===== src/hw/rtl/rk4_pkg.sv =====
// Package for the RK4 three-equation integrator.
// Holds fixed-point constants, command and status types shared by the modules that import it.
package rk4_pkg;

  // configuration register indexes
  localparam int unsigned CFG_IDX_W = 3;
  localparam logic [CFG_IDX_W-1:0] CFG_START_X = 3'd0;
  localparam logic [CFG_IDX_W-1:0] CFG_START_Y = 3'd1;
  localparam logic [CFG_IDX_W-1:0] CFG_START_Z = 3'd2;
  localparam logic [CFG_IDX_W-1:0] CFG_STEP    = 3'd3;
  localparam logic [CFG_IDX_W-1:0] CFG_TOL     = 3'd4;

  localparam int unsigned CFG_DATA_W = 32;
  localparam int unsigned STEP_W     = 31;
  localparam int unsigned TOL_W      = 29;
  localparam int unsigned OUT_W      = 32;

  localparam logic [STEP_W-1:0] STEP_RESET = 31'd2684355;
  localparam logic [TOL_W-1:0]  TOL_RESET  = 29'd268;

  // datapath operation codes
  typedef enum logic [2:0] {
    OP_NONE,
    OP_LOAD,    // latch start of step (optionally restart), compute test
    OP_DERIV,   // evaluate one derivative for one coordinate at one stage
    OP_STAGE,   // form the next stage point
    OP_COMMIT   // combine and write back
  } op_e;

  typedef struct packed {
    op_e        op;
    logic       restart;
    logic [1:0] coord;
    logic [1:0] stage;
  } dp_cmd_t;

  typedef struct packed {
    logic busy;
    logic diverged;
  } dp_status_t;

endpackage


===== src/hw/rtl/rk4_ctrl.sv =====
// Controller: sequences load, derivative, stage and commit commands.
// Depends on rk4_pkg and drives rk4_datapath.
module rk4_ctrl (
  input  logic                clk_i,
  input  logic                rst_ni,
  input  logic                req_valid_i,
  output logic                req_ready_o,
  input  logic                req_restart_i,
  output logic                res_valid_o,
  input  logic                res_ready_i,
  output logic                res_conv_o,
  output rk4_pkg::dp_cmd_t    cmd_o,
  input  rk4_pkg::dp_status_t status_i
);
  import rk4_pkg::*;

  localparam logic [2:0] S_IDLE   = 3'd0;
  localparam logic [2:0] S_TEST   = 3'd1;
  localparam logic [2:0] S_DERIV  = 3'd2;
  localparam logic [2:0] S_STAGE  = 3'd3;
  localparam logic [2:0] S_COMMIT = 3'd4;
  localparam logic [2:0] S_OUT    = 3'd5;

  logic [2:0] state_q, state_d;
  logic [1:0] coord_q, coord_d, stage_q, stage_d;
  logic [1:0] dcnt_q, dcnt_d;
  logic       conv_q, conv_d;

  assign req_ready_o = (state_q == S_IDLE);
  assign res_valid_o = (state_q == S_OUT);
  assign res_conv_o  = conv_q;

  // next state and commands
  always_comb begin
    state_d     = state_q;
    coord_d     = coord_q;
    stage_d     = stage_q;
    dcnt_d      = dcnt_q;
    conv_d      = conv_q;
    cmd_o       = '0;
    cmd_o.op    = OP_NONE;
    cmd_o.coord = coord_q;
    cmd_o.stage = stage_q;
    unique case (state_q)
      S_IDLE: begin
        if (req_valid_i) begin
          cmd_o.op      = OP_LOAD;
          cmd_o.restart = req_restart_i;
          state_d       = S_TEST;
        end
      end
      S_TEST: begin
        coord_d = 2'd0;
        stage_d = 2'd0;
        dcnt_d  = 2'd0;
        conv_d  = !status_i.diverged;
        state_d = status_i.diverged ? S_DERIV : S_OUT;
      end
      S_DERIV: begin
        // four multiplier passes per coordinate
        cmd_o.op = OP_DERIV;
        dcnt_d   = dcnt_q + 2'd1;
        if (dcnt_q == 2'd3) begin
          if (coord_q == 2'd2) begin
            coord_d = 2'd0;
            state_d = (stage_q == 2'd3) ? S_COMMIT : S_STAGE;
          end else begin
            coord_d = coord_q + 2'd1;
          end
        end
      end
      S_STAGE: begin
        cmd_o.op = OP_STAGE;
        stage_d  = stage_q + 2'd1;
        state_d  = S_DERIV;
      end
      S_COMMIT: begin
        cmd_o.op = OP_COMMIT;
        if (coord_q == 2'd2) begin
          coord_d = 2'd0;
          state_d = S_OUT;
        end else begin
          coord_d = coord_q + 2'd1;
        end
      end
      S_OUT: begin
        if (res_ready_i) state_d = S_IDLE;
      end
      default: state_d = S_IDLE;
    endcase
  end

  always_ff @(posedge clk_i or negedge rst_ni) begin
    if (!rst_ni) begin
      state_q <= S_IDLE;
      coord_q <= 2'd0;
      stage_q <= 2'd0;
      dcnt_q  <= 2'd0;
      conv_q  <= 1'b0;
    end else begin
      state_q <= state_d;
      coord_q <= coord_d;
      stage_q <= stage_d;
      dcnt_q  <= dcnt_d;
      conv_q  <= conv_d;
    end
  end

  // multiplier phase must track the derivative pass counter
  a_phase: assert property (@(posedge clk_i) disable iff (!rst_ni)
    (state_q == S_DERIV) |-> (status_i.busy == (dcnt_q != 2'd0)))
    else $error("multiplier phase out of step");
  // a result follows the test only when no step is needed
  a_conv: assert property (@(posedge clk_i) disable iff (!rst_ni)
    (state_q == S_TEST && !status_i.diverged) |=> (state_q == S_OUT && conv_q))
    else $error("converged path skipped");
  // no request taken while a result waits
  a_excl: assert property (@(posedge clk_i) disable iff (!rst_ni)
    !(req_ready_o && res_valid_o))
    else $error("ready while result pending");

endmodule


===== config.mk =====
export PLATFORM = sky130hd
export DESIGN_NAME = rk4_ctrl
export DESIGN_NICKNAME = d
export VERILOG_FILES = /design/src/hw/rtl/rk4_pkg.sv /design/src/hw/rtl/rk4_ctrl.sv
export SDC_FILE = /design/constraint.sdc
export NUM_CORES = 1
export LEC_CHECK = 0
export ABC_CLOCK_PERIOD_IN_PS = 4000
export BUFFER_PORTS_ARGS = -buffer_cell sky130_fd_sc_hd__buf_4
export CAP_MARGIN = 0
export CORE_AREA = 10 10 47 49
export CTS_BUF_LIST = sky130_fd_sc_hd__clkbuf_2
export DETAILED_ROUTE_END_ITERATION = 8
export DIE_AREA = 0 0 57 59
export GPL_TIMING_DRIVEN = 0
export PLACE_DENSITY_LB_ADDON = 0.1
export SLEW_MARGIN = 20
export SYNTH_ARGS = -nofsm -noshare
export SYNTH_HDL_FRONTEND = slang
export SYNTH_SLANG_ARGS = --single-unit

===== constraint.sdc =====
create_clock -name clk_i -period 4 [get_ports clk_i]
set_input_delay 0.6 -clock clk_i [delete_from_list [all_inputs] [get_ports clk_i]]
set_output_delay 0.6 -clock clk_i [all_outputs]
set_load 0.05 [all_outputs]

==> metrics.txt <==
run status=finished, final reports clean; die width=~57 um; initial antenna violation count=0; startpoint types=register; post-synthesis sequential area ratio=around two fifths; Area Overhead vs Synth=24.6%; CTS Sinks=10; Critical R2R Capture=state_q[1]; Post-Syn Area=647 um2; LEAKAGE=~0.4 nW; register area=250 um2; average cell area after synthesis=~9 um2; I/O pin count=18; Post-synth top flop=dfrtp_1; register bit total from synthesis=10; Crit path arrival time=between 1500 and 2000 ps; post-route setup slack=~1700 ps; first-pass GRT wire length=~2700 um; vias in the first global route=approximately 610; cts repair resizes=0; Core ar.=between 1000 and 1500 um2; crit end category=output port; syn nets=between 80 and 90; initial core utilization=46.2%; DR vias/cell=around 5.7; met2 wire len=around 740 um; Die Span Y=a little under 60 um; measured slew at the worst slew-check pin=between 400 and 500 ps; kind of critical path=reg2out; WL/cell=roughly 15 um; Ant. Diodes=0; routed length on met3=138 um; Syn Inst Count=72; origin of the worst setup path=state_q[1]; period utilization=56.9%; die area=3360 um2; detailed-route DRC error count=0; largest net degree at the start of global routing=11; worst vdd ir=around 440 uV; CTS max path bufs=2; reg2reg path depth=5; final layout net count=102; Fin. Hold Viols=0; drt pass-1 iters=6; WP data required=roughly 3400 ps; FF-to-FF Start=state_q[1]; clk slew on worst S/H paths=roughly 110 ps; postcts setup bufs=0; H-tree Lvls=1; hold crit path type=in2async; Setup WS pre-CTS=around 2100 ps; gpl congestion=0.823; Hold Buf Count CTS=0; I/O Buffers=16; max_slew headroom=between 60% and 70%; number of CTS-inserted buffers=3; PwrDens=972 nW/um2; global route overflow=0; reg-to-reg setup timing slack=approximately 2300 ps; setup TNS=0 ps; total wire length=roughly 1600 um; CP Max Fanout=10; latest clock arrival within the worst-skew pair=roughly 270 ps; CTS tree=built; Multi-input gate area=around 370 um2; Cells after DPL=approximately 100; number of synthesized flops with an enable pin=0; Netlist cell types=28; FFs w/ async S/R, synth=100%; FILL cells=144; clk root buf=clkbuf_2; DP HPWL=roughly 1200 um; CP endpoint=cmd_o[5]; fmax=440 MHz; Worst Clk Skew=around 1.5 ps; initial drt markers=11; Non-Filler Instances=about 110; detailed-route via count=just over 600; Yosys warnings=0; highest metal used=met4; clock period minus worst slack=2280 ps; GRT Total Usage=between 10 and 15%; number of cell rows=14; RSZ-0062 raised after global routing=false; commonest non-fill, non-tap cell in the layout=buf_4; Max-cap violations=0; share of cells above drive strength 1=26.1%; commonest cells after routing, fill and taps aside=16 x buf_4, 10 x dfrtp_1, 9 x nand2_1; Final setup viols=0; ANT nets after route=0; final-report max-slew violation count=0; met1 WL=between 600 and 700 um
[stage by stage]
step	power, W	hold WS, ps	cell area [um2]	util, %
after detailed placement	0.000723	439	787	56.2
final	0.000783	129	806	57.5
after CTS	0.000784	135	806	57.5
after global routing	0.000844	116	806	57.5
after global placement	0.000711	440	787	56.2
after floorplan	0.000583	304	647	-
[layout make-up]
type,instances,share of cell area [%]
Inverter,2,0.932
Buffer,4,2.80
Sequential cell,10,31.1
Timing Repair Buffer,16,14.9
Clock buffer,3,1.86
Clock inverter,1,0.466
Tap cell,16,2.48
Multi-Input combinational cell,56,45.5
[where the power goes]
group	switching, W	internal [W]	total (W)	leakage (nW)
registers	0.0000447	0.000144	0.000189	0.128
clock network	0.0000408	0.0000217	0.0000625	0.0140
logic	0.000336	0.000196	0.000532	0.266
total	0.000421	0.000362	0.000783	0.408
[registers in the layout, summed over array words and instances, names as in the netlist]
signal and count:
dcnt_q 2, stage_q 2, coord_q 2, res_conv_o 1
state_q 3
[cells in the mapped netlist, types with 2 or more instances]
master    number  share of area (%)
nor2b_1        2                1.9
a21oi_1        7                5.4
nor2_1         4                2.3
dfrtp_1       10                 39
and3_1         2                1.9
nor3_1         3                2.3
nor2b_4        2                4.3
inv_1          2                1.2
nand2_1        9                5.2
nand2b_1       5                4.8
clkbuf_1       3                1.7
ha_1           2                3.9
o21ai_0        6                4.6
[worst max-delay path, cell delays in order, from the launching register on]
cell and delay [ps]:
dfrtp_1 370, buf_6 140, clkbuf_1 390, nand2_1 130, a21oi_1 150, buf_4 220
[metal layers]
| layer | global-route usage, % | vias up |
|---|---|---|
| li1 | - | 293 |
| met1 | 11.2 | 287 |
| met2 | 15.3 | 22 |
| met3 | 4.29 | 9 |
| met4 | 7.72 | 0 |
| met5 | 0 | - |
[logic make-up (layout without fill, tap and decap cells)]
group / count (synthesis) / in the layout / synth area share [%]
and+or+nand+nor: 31 / 31 / 27.5
AOI/OAI and AO/OA: 19 / 19 / 18.0
DFF: 10 / 10 / 38.7
buffers and inverters: 6 / 26 / 4.64
muxes: 4 / 4 / 7.35
adders and majority gates: 2 / 2 / 3.87
[worst min path at each step]
| stage | startpoint | end | slack [ps] | cells past startpoint |
|---|---|---|---|---|
| floorplan | rst_ni | coord_q[0] | 300 | 0 |
| global placement | rst_ni | res_conv_o | 440 | 1 |
| detailed placement | rst_ni | res_conv_o | 440 | 1 |
| CTS | rst_ni | stage_q[1] | 130 | 1 |
| global route | rst_ni | state_q[2] | 120 | 1 |
| finish | rst_ni | dcnt_q[0] | 130 | 1 |
Power figures use the tool's default switching activity.
